### src/mhd_pkg.sv
`default_nettype none
package mhd_pkg;

  localparam int unsigned VarintMaxBytes = 5;
  localparam int unsigned CfgIdxW        = 2;

  typedef enum logic [2:0] {
    PH_FLAG    = 3'd0,
    PH_ID      = 3'd1,
    PH_RLEN    = 3'd2,
    PH_ROUTE   = 3'd3,
    PH_PAYWAIT = 3'd4,
    PH_PAY     = 3'd5,
    PH_DISCARD = 3'd6
  } phase_e;

  typedef enum logic [2:0] {
    K_FLAG  = 3'd0,
    K_ID    = 3'd1,
    K_RLEN  = 3'd2,
    K_ROUTE = 3'd3,
    K_PAY   = 3'd4,
    K_DISC  = 3'd5
  } kind_e;

  typedef enum logic [2:0] {
    ST_OK        = 3'd0,
    ST_TOO_LARGE = 3'd1,
    ST_VAR_INC   = 3'd2,
    ST_RT_EMPTY  = 3'd3,
    ST_RT_COMP   = 3'd4,
    ST_RT_INC    = 3'd5,
    ST_NO_PAY    = 3'd6
  } status_e;

  typedef enum logic [CfgIdxW-1:0] {
    REG_TYPE_MASK     = 2'd0,
    REG_COMPRESS_MASK = 2'd1,
    REG_REQUEST_CODE  = 2'd2,
    REG_RESPONSE_CODE = 2'd3
  } reg_idx_e;

  typedef struct packed {
    logic [7:0] type_mask;
    logic [7:0] compress_mask;
    logic [7:0] request_code;
    logic [7:0] response_code;
  } cfg_t;

  typedef struct packed {
    kind_e       byte_kind;
    logic [7:0]  out_byte;
    logic [7:0]  msg_type;
    logic        route_compressed;
    logic [31:0] msg_id;
    logic [7:0]  route_len;
    logic        end_of_message;
    status_e     status;
  } result_t;

endpackage
`default_nettype wire

### src/message_header_stream_decoder_core.sv
// Message header decoder: takes one message byte per transaction on the slave
// stream (tlast on the final byte) and returns exactly one tagged result per
// byte on the master stream, with the byte kind in tuser and the end of the
// message on tlast. A byte is parsed in the cycle it is accepted and its result
// is held in a single output register, so the block takes one byte every clock
// cycle; s_axis_tready only drops while a result sits unread in that register.
// Errors are sticky until the end of the message and the final status rides on
// the result for the last byte. Configuration writes should be made between
// messages.
`default_nettype none
module message_header_stream_decoder_core (
  input  wire logic                        clk_i,
  input  wire logic                        rst_ni,
  input  wire logic                        cfg_we_i,
  input  wire logic [mhd_pkg::CfgIdxW-1:0] cfg_idx_i,
  input  wire logic [7:0]                  cfg_wdata_i,
  input  wire logic                        s_axis_tvalid,
  output logic                             s_axis_tready,
  input  wire logic [7:0]                  s_axis_tdata,  // [7:0] in_byte
  input  wire logic                        s_axis_tlast,
  output logic                             m_axis_tvalid,
  input  wire logic                        m_axis_tready,
  // [7:0] out_byte, [15:8] msg_type, [16] route_compressed, [48:17] msg_id,
  // [56:49] route_len, [59:57] status, [63:60] zero
  output logic [63:0]                      m_axis_tdata,
  output logic [2:0]                       m_axis_tuser,  // [2:0] byte_kind
  output logic                             m_axis_tlast
);

  mhd_pkg::cfg_t    cfg;
  mhd_pkg::result_t res;
  mhd_pkg::result_t res_q;
  logic             valid_q, valid_d;
  logic             accept;

  assign s_axis_tready = !valid_q || m_axis_tready;
  assign accept        = s_axis_tvalid && s_axis_tready;

  mhd_cfg_regs u_cfg (
    .clk_i   (clk_i),
    .rst_ni  (rst_ni),
    .we_i    (cfg_we_i),
    .idx_i   (cfg_idx_i),
    .wdata_i (cfg_wdata_i),
    .cfg_o   (cfg)
  );

  mhd_parser u_parser (
    .clk_i    (clk_i),
    .rst_ni   (rst_ni),
    .cfg_i    (cfg),
    .accept_i (accept),
    .byte_i   (s_axis_tdata),
    .last_i   (s_axis_tlast),
    .res_o    (res)
  );

  always_comb begin
    valid_d = valid_q;
    if (accept) valid_d = 1'b1;
    else if (m_axis_tready) valid_d = 1'b0;
  end

  always_ff @(posedge clk_i or negedge rst_ni) begin
    if (!rst_ni) begin
      valid_q <= 1'b0;
    end else begin
      valid_q <= valid_d;
    end
  end

  always_ff @(posedge clk_i) begin
    if (accept) begin
      res_q <= res;
    end
  end

  assign m_axis_tvalid = valid_q;
  assign m_axis_tlast  = res_q.end_of_message;
  assign m_axis_tuser  = res_q.byte_kind;
  assign m_axis_tdata  = {4'd0, res_q.status, res_q.route_len, res_q.msg_id,
                          res_q.route_compressed, res_q.msg_type, res_q.out_byte};

  a_no_overwrite: assert property (@(posedge clk_i) disable iff (!rst_ni)
    m_axis_tvalid && !m_axis_tready |-> !accept)
    else $error("result register overwritten while stalled");

  a_accept_fills: assert property (@(posedge clk_i) disable iff (!rst_ni)
    accept |=> m_axis_tvalid)
    else $error("accepted byte produced no result");

  a_drain_empties: assert property (@(posedge clk_i) disable iff (!rst_ni)
    m_axis_tvalid && m_axis_tready && !accept |=> !m_axis_tvalid)
    else $error("result repeated after being taken");

endmodule
`default_nettype wire

### src/mhd_cfg_regs.sv
`default_nettype none
module mhd_cfg_regs (
  input  wire logic                        clk_i,
  input  wire logic                        rst_ni,
  input  wire logic                        we_i,
  input  wire logic [mhd_pkg::CfgIdxW-1:0] idx_i,
  input  wire logic [7:0]                  wdata_i,
  output mhd_pkg::cfg_t                    cfg_o
);

  mhd_pkg::cfg_t cfg_q, cfg_d;

  always_comb begin
    cfg_d = cfg_q;
    if (we_i) begin
      unique case (mhd_pkg::reg_idx_e'(idx_i))
        mhd_pkg::REG_TYPE_MASK:     cfg_d.type_mask     = wdata_i;
        mhd_pkg::REG_COMPRESS_MASK: cfg_d.compress_mask = wdata_i;
        mhd_pkg::REG_REQUEST_CODE:  cfg_d.request_code  = wdata_i;
        mhd_pkg::REG_RESPONSE_CODE: cfg_d.response_code = wdata_i;
        default: cfg_d = cfg_q;
      endcase
    end
  end

  always_ff @(posedge clk_i or negedge rst_ni) begin
    if (!rst_ni) begin
      cfg_q.type_mask     <= 8'd7;
      cfg_q.compress_mask <= 8'd8;
      cfg_q.request_code  <= 8'd0;
      cfg_q.response_code <= 8'd2;
    end else begin
      cfg_q <= cfg_d;
    end
  end

  assign cfg_o = cfg_q;

endmodule
`default_nettype wire

### src/mhd_parser.sv
`default_nettype none
module mhd_parser (
  input  wire logic       clk_i,
  input  wire logic       rst_ni,
  input  wire mhd_pkg::cfg_t cfg_i,
  input  wire logic       accept_i,
  input  wire logic [7:0] byte_i,
  input  wire logic       last_i,
  output mhd_pkg::result_t res_o
);

  mhd_pkg::phase_e  phase_q, phase_d;
  logic [31:0]      id_accum_q, id_accum_d;
  logic [2:0]       id_seen_q, id_seen_d;
  logic [7:0]       route_left_q, route_left_d;
  logic [7:0]       route_len_q, route_len_d;
  logic [7:0]       type_q, type_d;
  logic             comp_q, comp_d;
  mhd_pkg::status_e err_q, err_d;

  // Values after this byte, before the end-of-message clear.
  mhd_pkg::phase_e  ph_n;
  logic [31:0]      id_n;
  logic [2:0]       seen_n;
  logic [7:0]       left_n, rlen_n, type_n;
  logic             comp_n;
  mhd_pkg::status_e err_n;
  logic [7:0]       type_masked;
  logic [31:0]      id_part;

  assign type_masked = byte_i & cfg_i.type_mask;

  always_comb begin
    unique case (id_seen_q)
      3'd0:    id_part = {25'd0, byte_i[6:0]};
      3'd1:    id_part = {18'd0, byte_i[6:0], 7'd0};
      3'd2:    id_part = {11'd0, byte_i[6:0], 14'd0};
      3'd3:    id_part = {4'd0, byte_i[6:0], 21'd0};
      3'd4:    id_part = {byte_i[3:0], 28'd0};
      default: id_part = 32'd0;
    endcase
  end

  // Next state.
  always_comb begin
    ph_n   = phase_q;
    id_n   = id_accum_q;
    seen_n = id_seen_q;
    left_n = route_left_q;
    rlen_n = route_len_q;
    type_n = type_q;
    comp_n = comp_q;
    err_n  = err_q;
    unique case (phase_q)
      mhd_pkg::PH_FLAG: begin
        type_n = type_masked;
        comp_n = |(byte_i & cfg_i.compress_mask);
        ph_n   = (type_masked == cfg_i.request_code || type_masked == cfg_i.response_code)
                 ? mhd_pkg::PH_ID : mhd_pkg::PH_RLEN;
      end
      mhd_pkg::PH_ID: begin
        if (id_seen_q >= 3'(mhd_pkg::VarintMaxBytes)) begin
          err_n = mhd_pkg::ST_TOO_LARGE;
          ph_n  = mhd_pkg::PH_DISCARD;
        end else begin
          id_n   = id_accum_q | id_part;
          seen_n = id_seen_q + 3'd1;
          if (!byte_i[7]) ph_n = mhd_pkg::PH_RLEN;
        end
      end
      mhd_pkg::PH_RLEN: begin
        if (comp_q) begin
          err_n = mhd_pkg::ST_RT_COMP;
          ph_n  = mhd_pkg::PH_DISCARD;
        end else begin
          rlen_n = byte_i;
          left_n = byte_i;
          ph_n   = (byte_i == 8'd0) ? mhd_pkg::PH_PAYWAIT : mhd_pkg::PH_ROUTE;
        end
      end
      mhd_pkg::PH_ROUTE: begin
        if (route_left_q != 8'd0) left_n = route_left_q - 8'd1;
        if (route_left_q <= 8'd1) ph_n = mhd_pkg::PH_PAYWAIT;
      end
      mhd_pkg::PH_PAYWAIT, mhd_pkg::PH_PAY: ph_n = mhd_pkg::PH_PAY;
      default: ph_n = phase_q;
    endcase
  end

  // Result for this byte.
  always_comb begin
    res_o.out_byte         = byte_i;
    res_o.msg_type         = type_n;
    res_o.route_compressed = comp_n;
    res_o.msg_id           = id_n;
    res_o.route_len        = rlen_n;
    res_o.end_of_message   = last_i;
    unique case (phase_q)
      mhd_pkg::PH_FLAG:  res_o.byte_kind = mhd_pkg::K_FLAG;
      mhd_pkg::PH_ID:    res_o.byte_kind = (ph_n == mhd_pkg::PH_DISCARD)
                                           ? mhd_pkg::K_DISC : mhd_pkg::K_ID;
      mhd_pkg::PH_RLEN:  res_o.byte_kind = (ph_n == mhd_pkg::PH_DISCARD)
                                           ? mhd_pkg::K_DISC : mhd_pkg::K_RLEN;
      mhd_pkg::PH_ROUTE: res_o.byte_kind = mhd_pkg::K_ROUTE;
      mhd_pkg::PH_PAYWAIT, mhd_pkg::PH_PAY: res_o.byte_kind = mhd_pkg::K_PAY;
      default:           res_o.byte_kind = mhd_pkg::K_DISC;
    endcase
    res_o.status = err_n;
    if (last_i && err_n == mhd_pkg::ST_OK) begin
      unique case (ph_n)
        mhd_pkg::PH_ID:      res_o.status = mhd_pkg::ST_VAR_INC;
        mhd_pkg::PH_RLEN:    res_o.status = mhd_pkg::ST_RT_EMPTY;
        mhd_pkg::PH_ROUTE:   res_o.status = mhd_pkg::ST_RT_INC;
        mhd_pkg::PH_PAYWAIT: res_o.status = mhd_pkg::ST_NO_PAY;
        default:             res_o.status = err_n;
      endcase
    end
  end

  // The last byte of a message returns every field to its idle value.
  always_comb begin
    phase_d      = phase_q;
    id_accum_d   = id_accum_q;
    id_seen_d    = id_seen_q;
    route_left_d = route_left_q;
    route_len_d  = route_len_q;
    type_d       = type_q;
    comp_d       = comp_q;
    err_d        = err_q;
    if (accept_i) begin
      if (last_i) begin
        phase_d      = mhd_pkg::PH_FLAG;
        id_accum_d   = 32'd0;
        id_seen_d    = 3'd0;
        route_left_d = 8'd0;
        route_len_d  = 8'd0;
        type_d       = 8'd0;
        comp_d       = 1'b0;
        err_d        = mhd_pkg::ST_OK;
      end else begin
        phase_d      = ph_n;
        id_accum_d   = id_n;
        id_seen_d    = seen_n;
        route_left_d = left_n;
        route_len_d  = rlen_n;
        type_d       = type_n;
        comp_d       = comp_n;
        err_d        = err_n;
      end
    end
  end

  always_ff @(posedge clk_i or negedge rst_ni) begin
    if (!rst_ni) begin
      phase_q      <= mhd_pkg::PH_FLAG;
      id_accum_q   <= 32'd0;
      id_seen_q    <= 3'd0;
      route_left_q <= 8'd0;
      route_len_q  <= 8'd0;
      type_q       <= 8'd0;
      comp_q       <= 1'b0;
      err_q        <= mhd_pkg::ST_OK;
    end else begin
      phase_q      <= phase_d;
      id_accum_q   <= id_accum_d;
      id_seen_q    <= id_seen_d;
      route_left_q <= route_left_d;
      route_len_q  <= route_len_d;
      type_q       <= type_d;
      comp_q       <= comp_d;
      err_q        <= err_d;
    end
  end

  a_discard_has_error: assert property (@(posedge clk_i) disable iff (!rst_ni)
    (phase_q == mhd_pkg::PH_DISCARD) == (err_q != mhd_pkg::ST_OK))
    else $error("discard phase and sticky error disagree");

  a_id_bytes_bounded: assert property (@(posedge clk_i) disable iff (!rst_ni)
    id_seen_q <= 3'(mhd_pkg::VarintMaxBytes))
    else $error("varint byte count out of range");

  a_route_left_bounded: assert property (@(posedge clk_i) disable iff (!rst_ni)
    route_left_q <= route_len_q)
    else $error("route bytes left exceed declared length");

  a_last_clears: assert property (@(posedge clk_i) disable iff (!rst_ni)
    accept_i && last_i |=> phase_q == mhd_pkg::PH_FLAG && id_accum_q == 32'd0)
    else $error("state not cleared after end of message");

endmodule
`default_nettype wire
### config.mk
export PLATFORM = sky130hd
export DESIGN_NAME = message_header_stream_decoder_core
export DESIGN_NICKNAME = d
export VERILOG_FILES = /design/src/mhd_pkg.sv /design/src/message_header_stream_decoder_core.sv /design/src/mhd_cfg_regs.sv /design/src/mhd_parser.sv
export SDC_FILE = /design/constraint.sdc
export NUM_CORES = 1
export LEC_CHECK = 0
export BUFFER_PORTS_ARGS = -buffer_cell sky130_fd_sc_hd__buf_2
export CORE_AREA = 4 4 114 116
export DETAILED_ROUTE_END_ITERATION = 6
export DIE_AREA = 0 0 118 120
export GPL_ROUTABILITY_DRIVEN = 1
export HOLD_SLACK_MARGIN = 0.1
export PLACE_DENSITY = 0.82
export SYNTH_ARGS = -nofsm -noshare
export SYNTH_HDL_FRONTEND = slang
export SYNTH_SLANG_ARGS = --single-unit
### constraint.sdc
create_clock -name clk_i -period 3.4 [get_ports clk_i]
set_input_delay 0 -clock clk_i [delete_from_list [all_inputs] [get_ports clk_i]]
set_output_delay 0 -clock clk_i [all_outputs]
set_load 0.05 [all_outputs]
# After elaboration in Yosys (flattened, before gate mapping)
# Index checks and enable logic that the tools add are counted.
[totals] reg_bits=163 input_bits=24 out_inout_bits=70 elab_cells=109
[op_classes] n_addsub=2 magnitude_cmp=2 eq_ne=22 mux=37 bitwise=3 reduce_logical=22
[ops] operator="case mux 32 bit (5 select lines)" n=1
[ops] operator="two-way mux 32 bit" n=3
[ops] operator="two-way mux 8 bit" n=8
[ops] operator="two-way mux 3 bit" n=15
[ops] operator="bitwise OR 32 bit" n=1
[ops] operator="case mux 3 bit (5 select lines)" n=2
[ops] operator="== test 3 x 2 -> 1 bit, second input constant" n=6
[ops] operator="AND 8 bit" n=2
[ops] operator="== test 8 bit" n=2
[ops] operator="case mux 8 bit (2 select lines)" n=1
[ops] operator="== test 3 bit, second input constant" n=5
[ops] operator="case mux 3 bit (4 select lines)" n=1
[ops] operator="== test 3 x 1 -> 1 bit, second input constant" n=3
[ops] operator="zero test 3 bit" n=3
[ops] operator="less-or-equal comparator 8 x 1 -> 1 bit, second input constant" n=1
[ops] operator="zero test 8 bit" n=1
[ops] operator="AND reduction 2 bit" n=4
[ops] operator="nonzero test 8 bit" n=1
[ops] operator="OR reduction 8 bit" n=1
[ops] operator="subtractor 8 x 1 -> 8 bit, second input constant" n=1
[ops] operator="case mux 3 bit (2 select lines)" n=1
[ops] operator="== test 2 bit, second input constant" n=2
[ops] operator="two-way mux 1 bit" n=4
[ops] operator="AND reduction 4 bit" n=1
[ops] operator="15 further kinds" n=18

# Logic depth before layout (Yosys ltp)
# Gate-level depths: netlist of the first run.
[depth] word_depth=8 depth_mapped=8 ltp_nobuf=8

# Hierarchy
# A second synthesis of the first run with hierarchy kept.
[hier_totals] cells_unflattened=621 area_unflattened_um2=7226.9
[by_module_without_submodules] module="mhd_parser" n_inst=1 cells_per_inst=480 area_per_inst_um2=3998.8 seq_area_each_um2=1651.6
[by_module_without_submodules] module="message_header_stream_decoder_core" n_inst=1 cells_per_inst=73 area_per_inst_um2=2009.4 seq_area_each_um2=1946.9
[by_module_without_submodules] module="mhd_cfg_regs" n_inst=1 cells_per_inst=68 area_per_inst_um2=1218.7 seq_area_each_um2=807.0

# Least setup slack after synthesis of the first run
# OpenSTA, ideal clock, no wires.
[synth_timing] path_type="reg2reg" from="register valid_q (netlist: m_axis_tvalid)" to="register u_parser.id_accum_q[10]" setup_ns=0.078 t_arrival_ns=2.838 t_required_ns=3.322 slack_ns=0.484 stages_incl_launch_ff=7 n_path_buf=1 synth_period_minus_slack_ns=2.916 path_cell_list="dfrtp_1 -> nand2b_1 -> nand2_1 -> inv_2 -> nand2b_1 -> buf_1 -> a21boi_1"
[synth_between] elab_chain_cells=3
[synth_rtl] element="start: declaration" line="message_header_stream_decoder_core.sv:33" source="logic valid_q, valid_d;"
[synth_rtl] element="start signal: assignment" line="message_header_stream_decoder_core.sv:68" source="valid_q <= valid_d;"
[synth_rtl] element="zero test 1 bit" line="message_header_stream_decoder_core.sv:36" source="assign s_axis_tready = !valid_q || m_axis_tready;"
[synth_rtl] element="logical OR 1 bit" line="message_header_stream_decoder_core.sv:36"
[synth_rtl] element="net s_axis_tready" line="message_header_stream_decoder_core.sv:18" source="output logic s_axis_tready,"
[synth_rtl] element="logical AND 1 bit" line="message_header_stream_decoder_core.sv:37" source="assign accept = s_axis_tvalid && s_axis_tready;"
[synth_rtl] element="net accept" line="message_header_stream_decoder_core.sv:34" source="logic accept;"
[synth_rtl] element="end signal: assignment" line="mhd_parser.sv:165" source="id_accum_q <= id_accum_d;"
[synth_rtl] element="end: declaration" line="mhd_parser.sv:13" source="logic [31:0] id_accum_q, id_accum_d;"
# The timed path passes the listed nets, and every way through them passes these cells.
# A chain may end at the register's enable or synchronous reset.

# Worst setup path after layout of the first run
[layout_timing] from="register u_parser.phase_q[2]" to="register u_parser.route_left_q[7]"
[layout_between] elab_chain_cells=3 word_cells_on_any_way=8 cone_classes="eq/ne (4); mux (2); reduce/logical (2)"
[layout_rtl] element="start: declaration" line="mhd_parser.sv:12" source="mhd_pkg::phase_e phase_q, phase_d;"
[layout_rtl] element="start signal: assignment" line="mhd_parser.sv:155" source="phase_q <= mhd_pkg::PH_FLAG;"
[layout_rtl] element="start signal: assignment" line="mhd_parser.sv:164" source="phase_q <= phase_d;"
[layout_rtl] element="== test 3 x 2 -> 1 bit" line="mhd_parser.sv:54" source="unique case (phase_q)"
[layout_rtl] element="inequality test 3 x 2 -> 1 bit (no line), or another cell as far along"
[layout_rtl] element="AND reduction 4 bit (no line) / two-way mux 8 bit (equally long branches)"
[layout_rtl] element="end signal: assignment" line="mhd_parser.sv:167" source="route_left_q <= route_left_d;"
[layout_rtl] element="end: declaration" line="mhd_parser.sv:15" source="logic [7:0] route_left_q, route_left_d;"
# Parallel ways exist; a longest one is shown, timed or not.

==> Flow_metrics.wiki, run 1 <==
{| class="wikitable"
! Metric !! Value
|-
| DRC || 0
|-
| Result of the run || complete, no violations
|-
| Final layout net count || 689
|-
| Die Y || 120 µm
|-
| First DRT Iteration DRCs || 360
|-
| Initial antenna violation count || 0
|-
| Final critical-path share of the clock period || 0.698
|-
| RD Place Congestion || 0.866
|-
| Seq cells post-synth || 163
|-
| Synthesis Warnings || 0
|-
| Post-Synthesis Cells || 550
|-
| Leakage dissipation || 0.00361 µW
|-
| Reg-to-reg slack, setup || 1.03 ns
|-
| Clock Root Buffer || sky130_fd_sc_hd__clkbuf_16
|-
| Final-report max-slew violation count || 0
|-
| Clock-pin slew on the worst setup and hold paths || 0.06 ns
|-
| Number of diodes added for antenna fixing || 0
|-
| Mean instance size in the synthesized netlist || 12.9 µm²
|-
| Pin slew with the least headroom to its limit || 0.766 ns
|-
| Sequential cell area in the final layout || 4410 µm²
|-
| Buffers added on ports || 89
|-
| Count of boundary I/O pins || 94
|-
| Worst hold-check path type || in -> reg
|-
| FF-to-FF End || u_parser.route_left_q[7]$_DFFE_PN0P_
|-
| Half-perimeter wire length after placement || 10500 µm
|-
| Number of iterations in the first detailed-routing pass || 5
|-
| Distinct cells, synth || 58
|-
| Sequential-to-total area share from yosys stat || 0.619
|-
| Crit-path max FO || 22
|-
| Final cell area excluding filler cells || 8530 µm²
|-
| Post-synthesis async set-or-reset flop share || 0.607
|-
| Endpoint of the worst hold path || u_cfg.cfg_o[25]$_DFFE_PN1P_
|-
| Fillers || 784
|-
| Total number of vias || 5023
|-
| Crit path capture type || flop
|-
| Clock tree buffer depth || 2
|-
| Vias in the first global route || 5095
|-
| Start of the worst register-to-register path || u_parser.phase_q[2]$_DFFE_PN0P_
|-
| Clock tree from TritonCTS || built
|-
| Hold_sp || cfg_we_i
|-
| Leading cell types by count after synthesis || sky130_fd_sc_hd__dfrtp_1 (94), sky130_fd_sc_hd__edfxtp_1 (64), sky130_fd_sc_hd__nand2_1 (55)
|-
| Die Span X || 118 µm
|-
| Detailed Route WL || 16600 µm
|-
| First-pass GRT wire length || 26600 µm
|-
| Worst Setup Path Type || reg -> reg
|-
| Post-synthesis instance area || 7120 µm²
|-
| Hold path cells || 3
|-
| Worst reg-to-reg path cell count || 6
|-
| Top area cells in the synthesized netlist || sky130_fd_sc_hd__dfrtp_1 (33%), sky130_fd_sc_hd__edfxtp_1 (27%), sky130_fd_sc_hd__mux2_2 (6.3%)
|-
| Minimum clock period || 2.37 ns
|-
| Total power per unit cell area || 779 nW/µm²
|-
| Library cell occupying the most area in the post-synthesis netlist || sky130_fd_sc_hd__dfrtp_1
|-
| Number of buffers inserted during clock tree synthesis || 17
|-
| Cell area after placement || 7620 µm²
|-
| Core region area || 11900 µm²
|-
| Data required time of the critical path || 3.68 ns
|-
| DR WL/cell || 20.3 µm
|-
| Maximum vdd ir drop || 0.000426 V
|-
| Most numerous cell in the Yosys netlist || sky130_fd_sc_hd__dfrtp_1
|-
| Yosys top cell area share || 0.330
|-
| Element type at the critical path start || flop
|-
| Maximum clock frequency || 421 MHz
|-
| Detail-routed via count per cell || 6.15
|-
| Final setup violation count || 0
|-
| Clock sinks || 163
|-
| EDFF count, synth || 64
|-
| Maximum number of pins on one net before global-route repair || 48
|-
| Die area || 14200 µm²
|-
| Antenna viol nets, final || 0
|-
| Max-capacitance violation count || 0
|-
| Share of final-layout standard cells stronger than drive strength 1 || 0.312
|-
| Number of failing hold endpoints at the final stage || 0
|-
| Clock latency of the later-clocked register in the worst-skew pair || 0.43 ns
|-
| Multi-input gate area in the final layout || 2470 µm²
|-
| Standard-cell row count || 40
|-
| Total number of H-tree levels || 4
|-
| Max-slew headroom || 0.487
|-
| Area growth from synthesis to final layout || 19.8%
|-
| RSZ-0062 raised after global routing || false
|-
| Total track usage || 0.241
|-
| Arr. time, crit path || 2.66 ns
|-
| Largest clock skew in the final design || 0.00929 ns
|-
| Total negative slack for setup checks || 0 ns
|-
| Primary FF master, synth || sky130_fd_sc_hd__dfrtp_1
|-
| Initial standard-cell utilization of the core || 0.598
|-
| Global-route congestion overflow total || 0
|}
## cells in the final DEF (no fill, tap or decap), types with 4 or more instances in the layout
master                          Yosys  final
sky130_fd_sc_hd__dfrtp_1           94     94
sky130_fd_sc_hd__buf_2             10     88
sky130_fd_sc_hd__edfxtp_1          64     64
sky130_fd_sc_hd__nand2_1           55     54
sky130_fd_sc_hd__mux2_2            40     40
sky130_fd_sc_hd__o21ai_0           26     26
sky130_fd_sc_hd__dlygate4sd3_1      0     25
sky130_fd_sc_hd__a22o_1            19     19
sky130_fd_sc_hd__a21boi_1          19     19
sky130_fd_sc_hd__clkbuf_16          0     17
sky130_fd_sc_hd__nor2_1            16     16
sky130_fd_sc_hd__a31o_2            16     16
sky130_fd_sc_hd__xor2_1            16     16
sky130_fd_sc_hd__a21oi_1           13     13
sky130_fd_sc_hd__a31o_1            12     12
sky130_fd_sc_hd__nor3_1            10     10
sky130_fd_sc_hd__buf_4              7     10
sky130_fd_sc_hd__inv_1              9      9
sky130_fd_sc_hd__a21boi_2           9      9
sky130_fd_sc_hd__ha_1               8      8
sky130_fd_sc_hd__nand2b_1           7      7
sky130_fd_sc_hd__o21ai_1            7      7
sky130_fd_sc_hd__a22oi_1            6      6
sky130_fd_sc_hd__bufinv_16          0      6
sky130_fd_sc_hd__dfstp_2            5      5
sky130_fd_sc_hd__a41o_1             4      4
sky130_fd_sc_hd__nand3b_1           4      4
sky130_fd_sc_hd__nand3_1            4      4
sky130_fd_sc_hd__nand4_1            4      4
sky130_fd_sc_hd__a21boi_0           4      4
sky130_fd_sc_hd__conb_1             1      4
## layout make-up
type	count	share of cell area
Clock buffer	18	0.0503
Clock inverter	14	0.0274
Inverter	11	0.00484
Multi-Input combinational cell	341	0.290
Sequential cell	163	0.516
Tap cell	147	0.0216
Timing Repair Buffer	123	0.0898
## power by group
part | switching, µW | total, µW | internal (µW) | leakage, µW
Clock | 772 | 2150 | 1370 | 0.000319
Combinational | 1260 | 1870 | 614 | 0.00137
Sequential | 216 | 2630 | 2410 | 0.00192
## cell families after synthesis
logic type                 share of synthesized area
xor gates and xnor gates                      0.0197
DFF                                            0.619
adders and majority gates                     0.0141
muxes                                         0.0633
AOI/OAI and AO/OA                              0.169
buffers and inverters                         0.0360
other                                       0.000527
and+or+nand+nor                               0.0782
## worst max-delay path, stage by stage (launching register included)
cell and delay, ns:
sky130_fd_sc_hd__dfrtp_1 0.48, sky130_fd_sc_hd__inv_2 0.16, sky130_fd_sc_hd__nand3_1 0.54, sky130_fd_sc_hd__a41oi_1 0.57, sky130_fd_sc_hd__o31ai_4 0.15, sky130_fd_sc_hd__o21ai_0 0.20
sky130_fd_sc_hd__o21ai_0 0.12
## worst max path at each step
stage	cells after the start	slack (ns)	startpoint	to
6_report	6	1.03	u_parser.phase_q[2]$_DFFE_PN0P_	u_parser.route_left_q[7]$_DFFE_PN0P_
5_1_grt	6	0.80	u_parser.phase_q[2]$_DFFE_PN0P_	u_parser.route_left_q[2]$_DFFE_PN0P_
4_1_cts	6	1.05	u_parser.phase_q[2]$_DFFE_PN0P_	u_parser.route_left_q[7]$_DFFE_PN0P_
3_5_place_dp	6	1.08	u_parser.phase_q[2]$_DFFE_PN0P_	u_parser.route_left_q[7]$_DFFE_PN0P_
3_3_place_gp	5	1.24	u_parser.phase_q[2]$_DFFE_PN0P_	u_parser.route_left_q[0]$_DFFE_PN0P_
2_1_floorplan	6	0.48	m_axis_tvalid$_DFFE_PN0P_	u_parser.id_accum_q[10]$_DFFE_PN0P_
## metrics by stage
step                setup WS [ns]  power, µW   util  hold slack (ns)  std cells
floorplan                   0.484       4070      -           -0.296        553
global placement             1.24       4370  0.639          0.00150        760
detailed placement           1.08       4460  0.639          0.00791        760
CTS                          1.05       6640  0.716            0.188        817
global route                0.795       6930  0.716            0.199        817
finish                       1.03       6650  0.716            0.205        817
## state kept, by name, summed over array words and instances (netlist names)
name and cells:
u_parser.id_seen_q 3, u_parser.route_len_q 8, u_cfg.cfg_o 32, u_parser.err_q 3, m_axis_tvalid 1, u_parser.route_left_q 8
u_parser.phase_q 3, u_parser.comp_q 1, u_parser.id_accum_q 32, m_axis_tlast 1, m_axis_tuser 3, u_parser.type_q 8
m_axis_tdata 60
## metal layers
layer  global-route usage  part of all wire  vias up
met3               0.0533             0.062       45
met5                    0                 0        -
met4                0.116             0.029        0
met2                0.385              0.49      214
li1                     -                 -     2238
met1                0.315              0.42     2526
## what timing repair did
action,in CTS,in global routing
hold buffers,25,0
endpoints found under the hold margin,148,0
gates resized for setup,0,0
buffers inserted,0,0
(Power assumes the default switching activity.)
==> run 2: changes to the inputs <==
- ABC_AREA: unset -> 1
- CORE_AREA: 4 4 114 116 -> 4 4 118 120
- DIE_AREA: 0 0 118 120 -> 0 0 122 124
- PLACE_DENSITY: 0.82 -> 0.78
- clock period: 3.4 -> 2.4 ns (I/O delays scaled with it)
==> Flow_metrics.wiki, run 2 <==
{| class="wikitable"
! Metric !! Value
|-
| Post-layout instance count excluding filler cells || 1098 (was 817)
|-
| Buffer count from post-CTS setup fixing || 0 (unchanged)
|-
| Result of the run || complete, no violations (unchanged)
|-
| DR WL/cell || 14.5 µm (was 20.3 µm)
|-
| Fillers || 1042 (was 784)
|-
| Antenna viol nets, final || 0 (unchanged)
|-
| Max-slew headroom || 0.421 (was 0.487)
|-
| Final-report max-slew violation count || 0 (unchanged)
|-
| Most common cell after layout, fill and taps aside || sky130_fd_sc_hd__nand2_1 (was sky130_fd_sc_hd__dfrtp_1)
|-
| Half-perimeter wire length after placement || 10600 µm (was 10500 µm)
|-
| Clock Root Buffer || sky130_fd_sc_hd__clkbuf_16 (unchanged)
|-
| Commonest cells after routing, fill and taps aside || sky130_fd_sc_hd__nand2_1 (197), sky130_fd_sc_hd__inv_1 (145), sky130_fd_sc_hd__o21ai_0 (123) (was sky130_fd_sc_hd__dfrtp_1 (94), sky130_fd_sc_hd__buf_2 (88), sky130_fd_sc_hd__edfxtp_1 (64))
|-
| Reg-to-reg slack, setup || 0.48 ns (was 1.03 ns)
|-
| Detail-routed via count per cell || 5.18 (was 6.15)
|-
| Sequential Power Share || 0.424 (was 0.396)
|-
| Post-synthesis async set-or-reset flop share || 0.607 (unchanged)
|-
| Maximum vdd ir drop || 0.000514 V (was 0.000426 V)
|-
| Element type at the critical path start || flop (unchanged)
|-
| Clock power frac || 0.299 (was 0.323)
|-
| Combinational power share || 0.277 (was 0.282)
|-
| Post-synthesis instance area || 7310 µm² (was 7120 µm²)
|-
| Largest clock skew in the final design || 0.00843 ns (was 0.00929 ns)
|-
| Synthesis Warnings || 0 (unchanged)
|-
| Switching part of the total power || 0.359 (was 0.338)
|-
| Primary FF master, synth || sky130_fd_sc_hd__dfrtp_1 (unchanged)
|-
| Arr. time, crit path || 2.10 ns (was 2.66 ns)
|-
| Final critical-path share of the clock period || 0.800 (was 0.698)
|-
| Final critical-path setup slack || 0.480 ns (was 1.03 ns)
|-
| Mean instance size in the synthesized netlist || 9.16 µm² (was 12.9 µm²)
|-
| Total number of H-tree levels || 4 (unchanged)
|-
| Clock tree from TritonCTS || built (unchanged)
|-
| Die Y || 124 µm (was 120 µm)
|-
| Internal Power || 5460 µW (was 4400 µW)
|-
| Worst Setup Path Type || reg -> reg (unchanged)
|-
| Distinct cells, synth || 37 (was 58)
|-
| Die area || 15100 µm² (was 14200 µm²)
|-
| Area growth from synthesis to final layout || 18.8% (was 19.8%)
|-
| Pin slew with the least headroom to its limit || 0.867 ns (was 0.766 ns)
|-
| Yosys top cell area share || 0.322 (was 0.330)
|-
| Post-CTS Hold Buffers || 20 (was 25)
|-
| Share of final-layout standard cells stronger than drive strength 1 || 0.171 (was 0.312)
|-
| Minimum clock period || 1.92 ns (was 2.37 ns)
|-
| Number of failing hold endpoints at the final stage || 0 (unchanged)
|-
| Standard-cell row count || 42 (was 40)
|-
| Initial antenna violation count || 0 (unchanged)
|-
| Maximum number of pins on one net before global-route repair || 57 (was 48)
|-
| Most numerous cell in the Yosys netlist || sky130_fd_sc_hd__nand2_1 (was sky130_fd_sc_hd__dfrtp_1)
|-
| Number of iterations in the first detailed-routing pass || 5 (unchanged)
|-
| Utilization after layout || 0.669 (was 0.716)
|-
| Data required time of the critical path || 2.58 ns (was 3.68 ns)
|-
| Total number of vias || 5693 (was 5023)
|-
| First-pass GRT wire length || 26100 µm (was 26600 µm)
|-
| Clock tree buffer depth || 2 (unchanged)
|-
| Library cell occupying the most area in the post-synthesis netlist || sky130_fd_sc_hd__dfrtp_1 (unchanged)
|-
| Sequential-to-total area share from yosys stat || 0.603 (was 0.619)
|-
| First DRT Iteration DRCs || 595 (was 360)
|-
| Detailed Route WL || 15900 µm (was 16600 µm)
|-
| Final layout net count || 941 (was 689)
|-
| Clock sinks || 163 (unchanged)
|-
| Worst hold-check path type || in -> async (was in -> reg)
|-
| Clock-pin slew on the worst setup and hold paths || 0.07 ns (was 0.06 ns)
|-
| RD Place Congestion || 0.929 (was 0.866)
|-
| Leakage dissipation || 0.00434 µW (was 0.00361 µW)
|-
| Total track usage || 0.225 (was 0.241)
|-
| Core region area || 13000 µm² (was 11900 µm²)
|-
| Number of flip-flops under the largest register name || 60 (unchanged)
|-
| RSZ-0062 raised after global routing || false (unchanged)
|-
| Maximum clock frequency || 521 MHz (was 421 MHz)
|-
| Vias in the first global route || 5414 (was 5095)
|-
| Die Span X || 122 µm (was 118 µm)
|-
| Seq cells post-synth || 163 (unchanged)
|-
| Crit path capture type || flop (unchanged)
|-
| Count of boundary I/O pins || 94 (unchanged)
|-
| Number of gates given a new drive strength after cts || 0 (unchanged)
|-
| Max-capacitance violation count || 0 (unchanged)
|-
| Total negative slack for setup checks || 0 ns (unchanged)
|-
| Clock latency of the later-clocked register in the worst-skew pair || 0.43 ns (about the same)
|-
| Placement-stage worst setup slack || 0.515 ns (was 1.08 ns)
|-
| Final setup violation count || 0 (unchanged)
|-
| Leading cell types by count after synthesis || sky130_fd_sc_hd__nand2_1 (197), sky130_fd_sc_hd__inv_1 (146), sky130_fd_sc_hd__o21ai_0 (123) (was sky130_fd_sc_hd__dfrtp_1 (94), sky130_fd_sc_hd__edfxtp_1 (64), sky130_fd_sc_hd__nand2_1 (55))
|-
| DRC || 0 (unchanged)
|-
| Global-route congestion overflow total || 0 (unchanged)
|-
| Post-Synthesis Cells || 798 (was 550)
|-
| Switching power summed over all nets || 3060 µW (was 2250 µW)
|-
| Total power per unit cell area || 980 nW/µm² (was 779 nW/µm²)
|-
| Crit-path max FO || 5 (was 22)
|-
| Initial standard-cell utilization of the core || 0.563 (was 0.598)
|-
| Number of buffers inserted during clock tree synthesis || 17 (unchanged)
|-
| EDFF count, synth || 64 (unchanged)
|-
| Buffers added on ports || 89 (unchanged)
|-
| Top area cells in the synthesized netlist || sky130_fd_sc_hd__dfrtp_1 (32%), sky130_fd_sc_hd__edfxtp_1 (26%), sky130_fd_sc_hd__nand2_1 (10%) (was sky130_fd_sc_hd__dfrtp_1 (33%), sky130_fd_sc_hd__edfxtp_1 (27%), sky130_fd_sc_hd__mux2_2 (6.3%))
|-
| Total placed cells including tap cells || 1046 (was 760)
|-
| Number of diodes added for antenna fixing || 0 (unchanged)
|}
## run 2: worst max-delay path, cell delays in order (launching register included)
cell	delay, ns
sky130_fd_sc_hd__dfrtp_1	0.42
sky130_fd_sc_hd__inv_1	0.11
sky130_fd_sc_hd__ha_1	0.17
sky130_fd_sc_hd__nand2_1	0.05
sky130_fd_sc_hd__nand2_1	0.14
sky130_fd_sc_hd__nand2_1	0.16
sky130_fd_sc_hd__nand3_1	0.13
sky130_fd_sc_hd__nor3_1	0.06
sky130_fd_sc_hd__nand2_1	0.08
sky130_fd_sc_hd__clkinv_1	0.11
sky130_fd_sc_hd__nand2_1	0.09
sky130_fd_sc_hd__nand2_1	0.06
sky130_fd_sc_hd__nand2_1	0.05
sky130_fd_sc_hd__nand2_1	0.05
## run 2: final cells by class
cell class,count,area (µm²),area share
sequential,163,4410,0.507
clock buffer,17,425,0.0490
tap,176,220,0.0254
multi-input combinational,454,2190,0.253
clock inverter,15,130,0.0150
inverter,156,587,0.0676
timing repair buffer,117,721,0.0830
## run 2: layer usage
layer | share of wire | vias up | track usage | wire (µm)
li1 | - | 2789 | - | -
met1 | 0.42 | 2668 | 0.294 | 6760
met2 | 0.49 | 194 | 0.366 | 7840
met3 | 0.057 | 42 | 0.0509 | 908
met4 | 0.027 | 0 | 0.0910 | 426
met5 | 0 | - | 0 | 0
## run 2: power by group through the flow
stage | Clock (µW) | Combinational, µW | Sequential, µW
final | 2550 | 2360 | 3610
after global routing | 2740 | 2600 | 3660
after CTS | 2590 | 2360 | 3610
after detailed placement | 0 | 2320 | 3660
after global placement | 0 | 2280 | 3650
after floorplan | 0 | 1240 | 4140
## run 2: through the flow
stage	instance area [µm²]	power [µW]	hold slack (ns)
after global routing	8680	9000	0.187
after global placement	7930	5920	0.0501
after CTS	8680	8550	0.125
after detailed placement	7930	5970	0.0535
after floorplan	7330	5380	-0.296
final	8680	8510	0.135
## run 2: final timing paths
kind,cells past startpoint,to,startpoint
worst max-delay path,13,m_axis_tdata[58]$_DFFE_PP_,u_parser.id_seen_q[1]$_DFFE_PN0P_
worst min-delay path,2,u_parser.type_q[5]$_DFFE_PN0P_,rst_ni
worst max register to register,13,m_axis_tdata[58]$_DFFE_PP_,u_parser.id_seen_q[1]$_DFFE_PN0P_
worst min register to register,2,u_cfg.cfg_o[16]$_DFFE_PN0P_,u_cfg.cfg_o[16]$_DFFE_PN0P_
max in group asynchronous,3,u_cfg.cfg_o[24]$_DFFE_PN1P_,rst_ni
min in group clk_i,5,u_parser.id_seen_q[0]$_DFFE_PN0P_,s_axis_tvalid
## run 2: logic make-up (layout without fill, tap and decap cells)
| kind of cell | count (synthesis) | after routing | share of synthesized area |
|---|---|---|---|
| buffers and inverters | 184 | 305 | 0.0990 |
| flip-flops | 163 | 163 | 0.603 |
| other | 1 | 4 | 0.000513 |
| AND/OR/NAND/NOR | 270 | 270 | 0.151 |
| XOR/XNOR | 1 | 1 | 0.00120 |
| adder cells (fa/ha/maj) | 8 | 8 | 0.0137 |
| AO/OA/AOI/OAI | 171 | 171 | 0.132 |
==> run 3: changes to the inputs <==
- clock period: 2.4 -> 1.9 ns (I/O delays scaled with it)
==> Flow_metrics.wiki, run 3 (synthesized netlist as in run 2, its figures left out) <==
{| class="wikitable"
! Metric !! Value
|-
| Result of the run || complete, no violations (unchanged)
|-
| Utilization after layout || 0.690 (was 0.669)
|-
| Data required time of the critical path || 2.27 ns (was 2.58 ns)
|-
| Number of failing hold endpoints at the final stage || 0 (unchanged)
|-
| DR WL/cell || 15.6 µm (was 14.5 µm)
|-
| Number of flip-flops under the largest register name || 60 (unchanged)
|-
| Switching power summed over all nets || 4040 µW (was 3060 µW)
|-
| Initial standard-cell utilization of the core || 0.563 (unchanged)
|-
| Crit path capture type || flop (unchanged)
|-
| Buffers added on ports || 89 (unchanged)
|-
| Initial antenna violation count || 0 (unchanged)
|-
| Largest clock skew in the final design || 0.00989 ns (was 0.00843 ns)
|-
| Number of buffers inserted during clock tree synthesis || 17 (unchanged)
|-
| Multi-input gate area in the final layout || 2280 µm² (was 2190 µm²)
|-
| Total power per unit cell area || 1260 nW/µm² (was 980 nW/µm²)
|-
| Worst hold-check path type || in -> async (unchanged)
|-
| Count of boundary I/O pins || 94 (unchanged)
|-
| Final setup violation count || 0 (unchanged)
|-
| Internal Power || 7200 µW (was 5460 µW)
|-
| Combinational power share || 0.286 (was 0.277)
|-
| DRC || 0 (unchanged)
|-
| Maximum vdd ir drop || 0.000603 V (was 0.000514 V)
|-
| Die Span X || 122 µm (unchanged)
|-
| Clock power frac || 0.306 (was 0.299)
|-
| Max-capacitance violation count || 0 (unchanged)
|-
| Total power of the final layout || 11200 µW (was 8510 µW)
|-
| Final cell area excluding filler cells || 8950 µm² (was 8680 µm²)
|-
| Die area || 15100 µm² (unchanged)
|-
| Detailed Route WL || 17400 µm (was 15900 µm)
|-
| Total number of H-tree levels || 4 (unchanged)
|-
| Number of buffer and inverter instances along the worst setup path || 4 (was 2)
|-
| Number of iterations in the first detailed-routing pass || 4 (was 5)
|-
| Clock tree buffer depth || 2 (unchanged)
|-
| Max-slew headroom || 0.603 (was 0.421)
|-
| Arr. time, crit path || 2.19 ns (was 2.10 ns)
|-
| Total negative slack for setup checks || 0 ns (unchanged)
|-
| Cell with the largest stage delay on the worst path || sky130_fd_sc_hd__dfrtp_1 (unchanged)
|-
| Detail-routed via count per cell || 5.24 (was 5.18)
|-
| Sequential Power Share || 0.408 (was 0.424)
|-
| Crit-path max FO || 5 (unchanged)
|-
| Most common cell after layout, fill and taps aside || sky130_fd_sc_hd__nand2_1 (unchanged)
|-
| First-pass GRT wire length || 28300 µm (was 26100 µm)
|-
| First DRT Iteration DRCs || 496 (was 595)
|-
| Maximum clock frequency || 550 MHz (was 521 MHz)
|-
| Vias in the first global route || 5732 (was 5414)
|-
| Largest incremental delay on the critical path || 0.43 ns (was 0.42 ns)
|-
| Clock tree from TritonCTS || built (unchanged)
|-
| Clock latency of the later-clocked register in the worst-skew pair || 0.43 ns (about the same)
|-
| RD Place Congestion || 0.884 (was 0.929)
|-
| Switching part of the total power || 0.360 (was 0.359)
|-
| Final critical-path share of the clock period || 0.958 (was 0.800)
|-
| Sequential cell area in the final layout || 4410 µm² (about the same)
|-
| Global-route congestion overflow total || 0 (unchanged)
|-
| Total number of vias || 5826 (was 5693)
|-
| Fillers || 977 (was 1042)
|-
| Pin slew with the least headroom to its limit || 0.593 ns (was 0.867 ns)
|-
| Total track usage || 0.245 (was 0.225)
|-
| Clock-pin slew on the worst setup and hold paths || 0.07 ns (about the same)
|-
| Half-perimeter wire length after placement || 11100 µm (was 10600 µm)
|-
| Area growth from synthesis to final layout || 22.5% (was 18.8%)
|-
| Clock Root Buffer || sky130_fd_sc_hd__clkbuf_16 (unchanged)
|-
| Antenna viol nets, final || 0 (unchanged)
|-
| Share of final-layout standard cells stronger than drive strength 1 || 0.207 (was 0.171)
|-
| Worst Setup Path Type || reg -> reg (unchanged)
|-
| Maximum number of pins on one net before global-route repair || 52 (was 57)
|-
| Final layout net count || 955 (was 941)
|-
| Element type at the critical path start || flop (unchanged)
|-
| Number of diodes added for antenna fixing || 0 (unchanged)
|-
| Final-report max-slew violation count || 0 (unchanged)
|-
| Cell area after placement || 8040 µm² (was 7930 µm²)
|-
| Die Y || 124 µm (unchanged)
|-
| Clock sinks || 163 (unchanged)
|-
| Minimum clock period || 1.82 ns (was 1.92 ns)
|-
| Category of cells accounting for the largest share of critical-path delay || simple AND/OR/NAND/NOR gates (unchanged)
|-
| Core region area || 13000 µm² (unchanged)
|-
| Sequence of cells on the critical path || inv_2, nand2_2, nor2_4, inv_2, nor2_4, nand2_1, buf_4, o21ai_0, nand2_1, inv_1 (was inv_1, ha_1, nand2_1, nand2_1, nand2_1, nand3_1, nor3_1, nand2_1, clkinv_1, nand2_1, nand2_1, nand2_1, nand2_1)
|-
| Commonest cells after routing, fill and taps aside || sky130_fd_sc_hd__nand2_1 (190), sky130_fd_sc_hd__inv_1 (142), sky130_fd_sc_hd__o21ai_0 (117) (was sky130_fd_sc_hd__nand2_1 (197), sky130_fd_sc_hd__inv_1 (145), sky130_fd_sc_hd__o21ai_0 (123))
|-
| Standard-cell row count || 42 (unchanged)
|-
| Leakage dissipation || 0.00446 µW (was 0.00434 µW)
|}
-- run 3: cell types whose count changed in the layout (fill, tap and decap cells not counted), sizes merged --
| cell | change |
|---|---|
| buf | +13 |
| clkinv | -5 |
| inv | +4 |
| bufinv | +1 |
| clkbuf | +1 |
| clkinvlp | -1 |
| nor2 | +1 |
-- run 3: through the flow --
step                      hold slack (ns)  cells  worst slack, ns
final                               0.115   1112           0.0804
after global routing                0.135   1112          -0.0378
after CTS                           0.105   1108          0.00454
after detailed placement         0.000462   1055           0.0494
after global placement           0.000346   1055           0.0940
after floorplan                    -0.296    801           0.0301
-- run 3: final cells by class --
type,instances,share of cell area
tap,176,0.0246
inverter,156,0.0655
sequential,163,0.492
clock buffer,18,0.0479
multi-input combinational,455,0.254
clock inverter,14,0.0184
timing repair buffer,130,0.0970
-- run 3: power groups by stage --
| stage | combinational (µW) | sequential (µW) | clock (µW) |
|---|---|---|---|
| after detailed placement | 3030 | 4630 | 0 |
| after global routing | 3550 | 4650 | 3650 |
| after floorplan | 1580 | 5230 | 0 |
| after global placement | 2990 | 4620 | 0 |
| final | 3220 | 4590 | 3440 |
| after CTS | 3090 | 4570 | 3470 |
-- run 3: repair_timing --
action,in CTS,in global routing
hold buffers,21,0
resized for setup,0,29
hold endpoints to repair,149,0
endpoints found under the setup margin,0,43
setup buffers,0,3
-- run 3: path summary, 6_finish.rpt --
path,cells after the start,end,from,slack (ns)
worst max-delay path,10,u_parser.id_accum_q[0]$_DFFE_PN0P_,u_parser.phase_q[2]$_DFFE_PN0P_,0.08
worst min-delay path,2,u_cfg.cfg_o[24]$_DFFE_PN1P_,rst_ni,0.11
worst max register to register,10,u_parser.id_accum_q[0]$_DFFE_PN0P_,u_parser.phase_q[2]$_DFFE_PN0P_,0.08
worst min register to register,2,u_cfg.cfg_o[23]$_DFFE_PN0P_,u_cfg.cfg_o[23]$_DFFE_PN0P_,0.49
max in group asynchronous,3,u_cfg.cfg_o[26]$_DFFE_PN1P_,rst_ni,1.46
min in group clk_i,3,u_cfg.cfg_o[19]$_DFFE_PN1P_,cfg_we_i,0.19
-- run 3: metal layers --
metal / track usage / vias up / wire length, µm
met4: 0.107 / 0 / 521
met1: 0.313 / 2764 / 7210
li1: - / 2816 / -
met3: 0.0618 / 44 / 1120
met5: 0 / - / 0
met2: 0.398 / 202 / 8540
